File: src/sv/fcdma_pkg.sv
`default_nettype none

package fcdma_pkg;

    localparam int DEFAULT_CHANNEL_COUNT = 4;

    localparam logic [2:0] ACT_WRITE_SOURCE  = 3'd0;
    localparam logic [2:0] ACT_WRITE_DEST    = 3'd1;
    localparam logic [2:0] ACT_WRITE_COUNT   = 3'd2;
    localparam logic [2:0] ACT_WRITE_CONTROL = 3'd3;
    localparam logic [2:0] ACT_START_EVENT   = 3'd4;
    localparam logic [2:0] ACT_STEP          = 3'd5;

    localparam int CTL_ENABLE_BIT = 15;
    localparam int CTL_WORD_BIT   = 10;
    localparam int CTL_REPEAT_BIT = 9;
    localparam int START_LSB      = 12;
    localparam int SRC_LSB        = 7;
    localparam int DST_LSB        = 5;

    localparam logic [1:0] MODE_UP     = 2'd0;
    localparam logic [1:0] MODE_DOWN   = 2'd1;
    localparam logic [1:0] MODE_FIXED  = 2'd2;
    localparam logic [1:0] MODE_RELOAD = 2'd3;

    localparam logic [1:0] START_IMMEDIATE = 2'd0;
    localparam logic [1:0] KIND_NONE       = 2'd0;

    localparam logic [16:0] BLOCK_DEFAULT      = 17'h04000;
    localparam logic [16:0] BLOCK_DEFAULT_LAST = 17'h10000;

    localparam logic [31:0] SIZE_HALF = 32'd2;
    localparam logic [31:0] SIZE_WORD = 32'd4;

    typedef struct packed {
        logic [2:0]  action;
        logic [1:0]  channel;
        logic [31:0] value;
        logic [1:0]  trigger_kind;
    } item_t;

    typedef struct packed {
        logic        eligible;
        logic        enable_next;
    } lane_status_t;

    typedef struct packed {
        logic [31:0] read_address;
        logic [31:0] write_address;
        logic        word_size;
        logic        block_done;
    } lane_copy_t;

    typedef struct packed {
        logic        copy_valid;
        logic [1:0]  copy_channel;
        logic [31:0] read_address;
        logic [31:0] write_address;
        logic        word_size;
        logic        block_done;
        logic        any_enabled;
    } result_t;

    function automatic logic [31:0] step_address(input logic [31:0] addr,
                                                 input logic [1:0]  mode,
                                                 input logic [31:0] size);
        logic [31:0] r;
        unique case (mode)
            MODE_UP, MODE_RELOAD: r = addr + size;
            MODE_DOWN:            r = addr - size;
            default:              r = addr;
        endcase
        return r;
    endfunction

endpackage

`default_nettype wire

File: src/sv/fcdma_in_stage.sv
`default_nettype none

module fcdma_in_stage
    import fcdma_pkg::*;
(
    input  wire logic        aclk,
    input  wire logic        aresetn,
    input  wire logic        s_tvalid,
    output logic             s_tready,
    input  wire logic [39:0] s_tdata,
    input  wire logic [4:0]  s_tuser,
    input  wire logic        take,
    output item_t            item,
    output logic             item_valid
);

    item_t item_reg;
    logic  valid_reg;

    assign s_tready   = !valid_reg || take;
    assign item       = item_reg;
    assign item_valid = valid_reg;

    always_ff @(posedge aclk) begin
        if (!aresetn) begin
            valid_reg <= 1'b0;
        end else if (s_tready) begin
            valid_reg <= s_tvalid;
        end
        if (s_tready && s_tvalid) begin
            item_reg.action       <= s_tuser[2:0];
            item_reg.trigger_kind <= s_tuser[4:3];
            item_reg.channel      <= s_tdata[1:0];
            item_reg.value        <= s_tdata[33:2];
        end
    end

endmodule

`default_nettype wire

File: src/sv/fcdma_channel.sv
`default_nettype none

module fcdma_channel
    import fcdma_pkg::*;
#(
    parameter int LANE_INDEX = 0,
    parameter bit IS_LAST    = 1'b0
) (
    input  wire logic  aclk,
    input  wire logic  aresetn,
    input  wire logic  advance,
    input  item_t      item,
    input  wire logic  grant,
    output lane_status_t status,
    output lane_copy_t copy
);

    logic [31:0] source_start_reg, source_start_next;
    logic [31:0] dest_start_reg, dest_start_next;
    logic [15:0] count_reg, count_next;
    logic [15:0] control_reg, control_next;
    logic [31:0] cur_source_reg, cur_source_next;
    logic [31:0] cur_dest_reg, cur_dest_next;
    logic [16:0] units_reg, units_next;
    logic        pending_reg, pending_next;

    logic        hit;
    logic        enabled;
    logic [16:0] block_units;
    logic [31:0] size;
    logic [1:0]  src_mode;
    logic [1:0]  dst_mode;
    logic        last_unit;
    logic [15:0] new_control;

    assign hit         = (32'(item.channel) == LANE_INDEX);
    assign enabled     = control_reg[CTL_ENABLE_BIT];
    assign block_units = (count_reg != 16'd0) ? {1'b0, count_reg}
                       : (IS_LAST ? BLOCK_DEFAULT_LAST : BLOCK_DEFAULT);
    assign size        = control_reg[CTL_WORD_BIT] ? SIZE_WORD : SIZE_HALF;
    assign src_mode    = control_reg[SRC_LSB +: 2];
    assign dst_mode    = control_reg[DST_LSB +: 2];
    assign last_unit   = (units_reg <= 17'd1);
    assign new_control = item.value[15:0];

    assign copy.read_address  = cur_source_reg;
    assign copy.write_address = cur_dest_reg;
    assign copy.word_size     = control_reg[CTL_WORD_BIT];
    assign copy.block_done    = last_unit;

    assign status.eligible    = pending_reg && enabled;
    assign status.enable_next = control_next[CTL_ENABLE_BIT];

    always_comb begin
        source_start_next = source_start_reg;
        dest_start_next   = dest_start_reg;
        count_next        = count_reg;
        control_next      = control_reg;
        cur_source_next   = cur_source_reg;
        cur_dest_next     = cur_dest_reg;
        units_next        = units_reg;
        pending_next      = pending_reg;
        unique case (item.action)
            ACT_WRITE_SOURCE: begin
                if (hit) begin
                    source_start_next = item.value;
                end
            end
            ACT_WRITE_DEST: begin
                if (hit) begin
                    dest_start_next = item.value;
                end
            end
            ACT_WRITE_COUNT: begin
                if (hit) begin
                    count_next = item.value[15:0];
                end
            end
            ACT_WRITE_CONTROL: begin
                if (hit) begin
                    control_next = new_control;
                    if (!new_control[CTL_ENABLE_BIT]) begin
                        pending_next = 1'b0;
                    end else if (!enabled) begin
                        cur_source_next = source_start_reg;
                        cur_dest_next   = dest_start_reg;
                        units_next      = block_units;
                        if (new_control[START_LSB +: 2] == START_IMMEDIATE) begin
                            pending_next = 1'b1;
                        end
                    end
                end
            end
            ACT_START_EVENT: begin
                if (item.trigger_kind != KIND_NONE && enabled &&
                    control_reg[START_LSB +: 2] == item.trigger_kind) begin
                    pending_next = 1'b1;
                end
            end
            ACT_STEP: begin
                if (grant) begin
                    cur_source_next = step_address(cur_source_reg,
                        (src_mode == MODE_RELOAD) ? MODE_FIXED : src_mode, size);
                    cur_dest_next   = step_address(cur_dest_reg, dst_mode, size);
                    units_next      = last_unit ? 17'd0 : units_reg - 17'd1;
                    if (last_unit) begin
                        pending_next = 1'b0;
                        if (control_reg[CTL_REPEAT_BIT]) begin
                            if (dst_mode == MODE_RELOAD) begin
                                cur_dest_next = dest_start_reg;
                            end
                            units_next = block_units;
                        end else begin
                            control_next[CTL_ENABLE_BIT] = 1'b0;
                        end
                    end
                end
            end
            default: begin
            end
        endcase
    end

    always_ff @(posedge aclk) begin
        if (!aresetn) begin
            source_start_reg <= '0;
            dest_start_reg   <= '0;
            count_reg        <= '0;
            control_reg      <= '0;
            cur_source_reg   <= '0;
            cur_dest_reg     <= '0;
            units_reg        <= '0;
            pending_reg      <= 1'b0;
        end else if (advance) begin
            source_start_reg <= source_start_next;
            dest_start_reg   <= dest_start_next;
            count_reg        <= count_next;
            control_reg      <= control_next;
            cur_source_reg   <= cur_source_next;
            cur_dest_reg     <= cur_dest_next;
            units_reg        <= units_next;
            pending_reg      <= pending_next;
        end
    end

endmodule

`default_nettype wire

File: src/sv/fcdma_out_stage.sv
`default_nettype none

module fcdma_out_stage
    import fcdma_pkg::*;
(
    input  wire logic        aclk,
    input  wire logic        aresetn,
    input  wire logic        load,
    input  result_t          result,
    output logic             m_tvalid,
    input  wire logic        m_tready,
    output logic [71:0]      m_tdata,
    output logic             m_tlast,
    output logic             m_tuser
);

    result_t result_reg;
    logic    valid_reg;

    assign m_tvalid = valid_reg;
    assign m_tuser  = result_reg.copy_valid;
    assign m_tlast  = result_reg.block_done;
    assign m_tdata  = {4'b0000,
                       result_reg.any_enabled,
                       result_reg.word_size,
                       result_reg.write_address,
                       result_reg.read_address,
                       result_reg.copy_channel};

    always_ff @(posedge aclk) begin
        if (!aresetn) begin
            valid_reg <= 1'b0;
        end else if (load) begin
            valid_reg <= 1'b1;
        end else if (m_tready) begin
            valid_reg <= 1'b0;
        end
        if (load) begin
            result_reg <= result;
        end
    end

endmodule

`default_nettype wire

File: src/sv/four_channel_dma_controller_unit.sv
`default_nettype none

// Four-channel DMA controller. Each input word writes a channel register, raises a start
// event or asks for one transfer step, and yields exactly one result word carrying the copy
// command (if any) and whether any channel is still enabled. A word is registered on entry,
// processed combinationally by the per-channel register lanes and the lowest-index priority
// pick, and registered again at the output, so the block takes one word per cycle while the
// output is not held back by m_tready; the address add and the pick are combinational.

module four_channel_dma_controller_unit
    import fcdma_pkg::*;
#(
    parameter int CHANNEL_COUNT = DEFAULT_CHANNEL_COUNT
) (
    input  wire logic        aclk,
    input  wire logic        aresetn,
    input  wire logic        s_tvalid,
    output logic             s_tready,
    input  wire logic [39:0] s_tdata,   // channel[1:0], value[33:2], zero[39:34]
    input  wire logic [4:0]  s_tuser,   // action[2:0], trigger_kind[4:3]
    output logic             m_tvalid,
    input  wire logic        m_tready,
    output logic [71:0]      m_tdata,   // copy_channel[1:0], read_address[33:2],
                                        // write_address[65:34], word_size[66],
                                        // any_enabled[67], zero[71:68]
    output logic             m_tlast,
    output logic             m_tuser    // copy_valid
);

    item_t        item;
    logic         item_valid;
    logic         advance;
    logic [CHANNEL_COUNT-1:0] grant;
    lane_status_t status [CHANNEL_COUNT];
    lane_copy_t   copy   [CHANNEL_COUNT];
    result_t      result;

    assign advance = item_valid && (!m_tvalid || m_tready);

    fcdma_in_stage u_in_stage (
        .aclk       (aclk),
        .aresetn    (aresetn),
        .s_tvalid   (s_tvalid),
        .s_tready   (s_tready),
        .s_tdata    (s_tdata),
        .s_tuser    (s_tuser),
        .take       (advance),
        .item       (item),
        .item_valid (item_valid)
    );

    for (genvar g = 0; g < CHANNEL_COUNT; g++) begin : g_lane
        fcdma_channel #(
            .LANE_INDEX (g),
            .IS_LAST    (g == CHANNEL_COUNT - 1)
        ) u_channel (
            .aclk    (aclk),
            .aresetn (aresetn),
            .advance (advance),
            .item    (item),
            .grant   (grant[g]),
            .status  (status[g]),
            .copy    (copy[g])
        );
    end

    always_comb begin
        logic found;
        found = 1'b0;
        grant = '0;
        for (int i = 0; i < CHANNEL_COUNT; i++) begin
            if (status[i].eligible && !found) begin
                grant[i] = (item.action == ACT_STEP);
                found    = 1'b1;
            end
        end
    end

    always_comb begin
        result = '0;
        result.copy_valid = |grant;
        for (int i = 0; i < CHANNEL_COUNT; i++) begin
            if (grant[i]) begin
                result.copy_channel  = result.copy_channel | 2'(i);
                result.read_address  = result.read_address | copy[i].read_address;
                result.write_address = result.write_address | copy[i].write_address;
                result.word_size     = result.word_size | copy[i].word_size;
                result.block_done    = result.block_done | copy[i].block_done;
            end
            result.any_enabled = result.any_enabled | status[i].enable_next;
        end
    end

    fcdma_out_stage u_out_stage (
        .aclk     (aclk),
        .aresetn  (aresetn),
        .load     (advance),
        .result   (result),
        .m_tvalid (m_tvalid),
        .m_tready (m_tready),
        .m_tdata  (m_tdata),
        .m_tlast  (m_tlast),
        .m_tuser  (m_tuser)
    );

    a_grant_onehot: assert property (@(posedge aclk) disable iff (!aresetn)
        $onehot0(grant))
        else $error("more than one channel granted");

    a_idle_result_zero: assert property (@(posedge aclk) disable iff (!aresetn)
        (m_tvalid && !m_tuser) |-> (m_tdata[66:0] == 67'd0 && !m_tlast))
        else $error("copy fields set without a copy command");

    a_advance_fills_output: assert property (@(posedge aclk) disable iff (!aresetn)
        advance |=> m_tvalid)
        else $error("processed word did not reach the output register");

endmodule

`default_nettype wire
File: config.mk
export PLATFORM = sky130hd
export DESIGN_NAME = four_channel_dma_controller_unit
export DESIGN_NICKNAME = d
export VERILOG_FILES = /design/src/sv/fcdma_pkg.sv /design/src/sv/fcdma_in_stage.sv /design/src/sv/fcdma_channel.sv /design/src/sv/fcdma_out_stage.sv /design/src/sv/four_channel_dma_controller_unit.sv
export SDC_FILE = /design/constraint.sdc
export NUM_CORES = 2
export LEC_CHECK = 0
export ABC_CLOCK_PERIOD_IN_PS = 6000
export BUFFER_PORTS_ARGS = -buffer_cell sky130_fd_sc_hd__buf_4
export CAP_MARGIN = 20
export CORE_MARGIN = 2
export CORE_UTILIZATION = 45
export CTS_CLUSTER_SIZE = 12
export DETAILED_ROUTE_END_ITERATION = 16
export PLACE_DENSITY = 0.59
export SLEW_MARGIN = 25
export SYNTH_ARGS = -nofsm -noshare
export SYNTH_HDL_FRONTEND = slang
export SYNTH_SLANG_ARGS = --single-unit
File: constraint.sdc
create_clock -name aclk -period 6 [get_ports aclk]
set_input_delay 0.6 -clock aclk [delete_from_list [all_inputs] [get_ports aclk]]
set_output_delay 0.6 -clock aclk [all_outputs]
set_load 0.02 [all_outputs]
==> flow_metrics.tcl <==
set metrics [dict create \
    grt_setup_unrepaired "false" \
    skew_ps 34.71 \
    ant_nets 0 \
    dp_hpwl_um 108900 \
    ios 125 \
    ys_seq_area_frac 0.3684 \
    worstPathCellList "nand2b_1 -> inv_1 -> ha_1 -> a21oi_1 -> nand2_1 -> o41ai_2 -> a31oi_1 -> a31oi_1 -> o21ai_1 -> o41ai_2 -> nand4_1 -> a31o_2 -> a31oi_1" \
    report.final.slew_viol_count 0 \
    postCtsResizedCells 0 \
    critical-path-top-delay-family "compound AO/OA/AOI/OAI gates" \
    synth_edf_count 109 \
    syn_avg_cell_area_sq_um 7.450 \
    fin_nets 6191 \
    power.density_mw_per_mm2 237.4 \
    initial_core_util 0.4537 \
    die_h_um 324.3 \
    via_per_inst 6.174 \
    cts_root_buf "clkbuf_16" \
    tightest_slew_ps 1135 \
    worstRegToRegCells 13 \
    whs_path_depth 1 \
    clkSlewWorstSetupHoldPaths_ps 60 \
    dieArea_sq_mm 0.1052 \
    via_count 45965 \
    drc 0 \
    port_buffers 114 \
    cts_tree "yes" \
    start_kind "flip-flop" \
    first_pass_iters 5 \
    fill_cells 10037 \
    cts_sinks 795 \
    finalWirelength_um 168800 \
    fin_crit_ps 4281 \
    grt.total_usage 0.3108 \
    antenna_found_initial 6 \
    critPathRequiredTime_ps 6610 \
    cts_buffers 92 \
    leakage_uw 0.01793 \
    post_cts_buffers 0 \
    cp_num_buf_inv 1 \
    peakVddDrop_mv 0.1907 \
    status "completed" \
    hold_end "u_in_stage.item[23]" \
    drive_gt1_frac 0.07670 \
    cts_max_path_buffers 3 \
    grt-ovfl-total 0 \
    reg2reg_from "g_lane[0].u_channel.control_reg[8]" \
    synth_warnings 0 \
    grt_pass1_vias 40937 \
    hold_buffers 0 \
    path_depth 13 \
    synth_top_flop_cell "dfxtp_1" \
    hold_class "primary input to flip-flop" \
    cp.arrival_ps 4890 \
    cts-htree-levels 3 \
    drtIter0Drc 4551 \
    hold_ws_ps 85.85 \
    ys_types 103 \
    finalSetupTns_ps 0 \
    area_growth_pct 10.20 \
    relSlewSlack 0.2431 \
    crit_slowest_cell "o41ai_2" \
    synthCells 6196 \
    fp-row-count 117 \
    crit_type "flip-flop to flip-flop" \
    async_reset_ff_frac 0 \
    max_freq_ghz 0.2336 \
    routabilityCongestion 0.9426 \
    netlist_area_sq_mm 0.04616 \
    core-area_sq_mm 0.1017 \
    dieWidth_um 324.3 \
    grt_pass1_wl_um 252600 \
    cpPeakStageDelay_ps 540 \
    r2r_slack_ps 1720 \
    maxCapViolCount 0 \
    crit_path_max_fanout 15 \
    ys_seq_elements 795 \
    total_power_uw 12080 \
    timing.rr.end "g_lane[0].u_channel.cur_source_reg[31]" \
    setup_viol_count_final 0 \
    wl_per_cell_um 22.68 \
    critPathCaptureType "flip-flop" \
    grt_max_degree 156 \
    min_from "s_tdata[23]" \
    period_share 0.7134 \
    cpMostUsedCell "a31oi_1" \
    clock_latency_ps 680 \
    hold_viol 0 \
    final_core_utilization 0.5000 \
]
==> cells in the final DEF, fill, tap and decap left out, types with 24 or more instances in the layout <==
master        n
nand2_1    1257
a21oi_1     758
dfxtp_1     686
nor2_1      454
o21ai_0     310
buf_4       206
nand3_1     189
a22oi_1     187
nor3_1      174
ha_1        144
edfxtp_1    109
clkbuf_16    93
nor4_1       85
inv_1        78
xnor2_1      78
a31oi_1      77
a21o_1       63
nand4_1      60
and3_1       57
and2_1       51
nand2b_1     48
or3_1        47
or4_1        47
a211oi_1     42
xor2_1       41
o211ai_1     40
o31ai_1      40
a311oi_1     38
o22ai_1      37
nor2b_1      35
o21a_1       34
mux2i_1      33
a41oi_1      27
clkinv_2     24
==> power breakdown <==
group / internal (uW) / switching (uW) / total [uW]
clock: 3340 / 2450 / 5780
combinational: 187 / 537 / 723
sequential: 5470 / 103 / 5570
==> how the worst max path moves through the flow <==
stage	end	slack, ps	startpoint
after CTS	g_lane[2].u_channel.cur_source_reg[31]	1600	g_lane[2].u_channel.control_reg[10]
after floorplan	g_lane[1].u_channel.cur_source_reg[31]	1690	g_lane[1].u_channel.control_reg[7]
after global placement	g_lane[2].u_channel.cur_source_reg[31]	1690	g_lane[2].u_channel.control_reg[10]
after global routing	g_lane[0].u_channel.cur_source_reg[31]	1400	g_lane[0].u_channel.control_reg[8]
after detailed placement	g_lane[2].u_channel.cur_source_reg[31]	1620	g_lane[2].u_channel.control_reg[10]
final	g_lane[0].u_channel.cur_source_reg[31]	1720	g_lane[0].u_channel.control_reg[8]
==> per-layer routing <==
metal / track usage / part of all wire
met2: 0.4598 / 0.42
met4: 0.1037 / 0.032
met5: 0 / 0.00017
met3: 0.04894 / 0.090
met1: 0.4572 / 0.46
==> Yosys cell counts, types with 21 or more instances <==
cell	instances	area share
a21oi_1	763	0.083
nand2b_1	48	0.0065
and3_1	57	0.0077
nor2_1	463	0.038
clkbuf_1	440	0.036
xor2_1	41	0.0078
o211ai_1	40	0.0065
nor4_1	85	0.012
a31oi_1	81	0.011
inv_1	80	0.0065
or3_1	47	0.0064
dfxtp_1	686	0.30
mux2i_1	33	0.0072
a41oi_1	27	0.0051
a21o_1	63	0.010
nand4_1	60	0.0081
o22ai_1	37	0.0050
o21a_1	34	0.0055
nand3_1	189	0.020
or4_1	47	0.0076
buf_2	23	0.0025
xnor2_1	78	0.015
or2_2	21	0.0028
a311oi_1	38	0.0072
buf_1	21	0.0017
nor2b_1	37	0.0050
o21ai_0	311	0.034
nand2_1	1262	0.10
o31ai_1	40	0.0065
and2_1	54	0.0073
edfxtp_1	109	0.071
a22oi_1	187	0.030
nor3_1	176	0.019
a211oi_1	42	0.0068
ha_1	144	0.039
==> area by class of cell <==
type                            instances  area (sq um)  area share
Tap cell                             1368          1712     0.03365
Sequential cell                       795         17010      0.3343
Timing Repair Buffer                  212          1669     0.03281
Clock buffer                          122          2546     0.05005
Clock inverter                         50         504.2    0.009912
Antenna cell                            1         2.502  0.00004919
Multi-Input combinational cell       4816         27120      0.5331
Inverter                               81         312.8    0.006149
==> kinds of logic (layout without fill, tap and decap cells) <==
logic type | Yosys count | count (layout) | synth area share
multiplexers | 44 | 44 | 0.009839
AND/OR/NAND/NOR | 2619 | 2619 | 0.2560
AO/OA/AOI/OAI | 1886 | 1886 | 0.2546
buffers and inverters | 588 | 465 | 0.04947
XOR/XNOR | 119 | 119 | 0.02258
adder cells (fa/ha/maj) | 144 | 144 | 0.03903
flip-flops | 795 | 795 | 0.3684
other | 1 | 5 | 0.00008124
==> per-stage QoR <==
| stage | cells | setup slack (ps) | area [sq um] |
|---|---|---|---|
| floorplan | 6199 | 1685 | 46170 |
| global placement | 7270 | 1686 | 47760 |
| detailed placement | 7271 | 1619 | 47780 |
| CTS | 7443 | 1597 | 50830 |
| global route | 7444 | 1397 | 50870 |
| finish | 7445 | 1719 | 50870 |
Note: power is estimated with default switching activity, not from simulation.
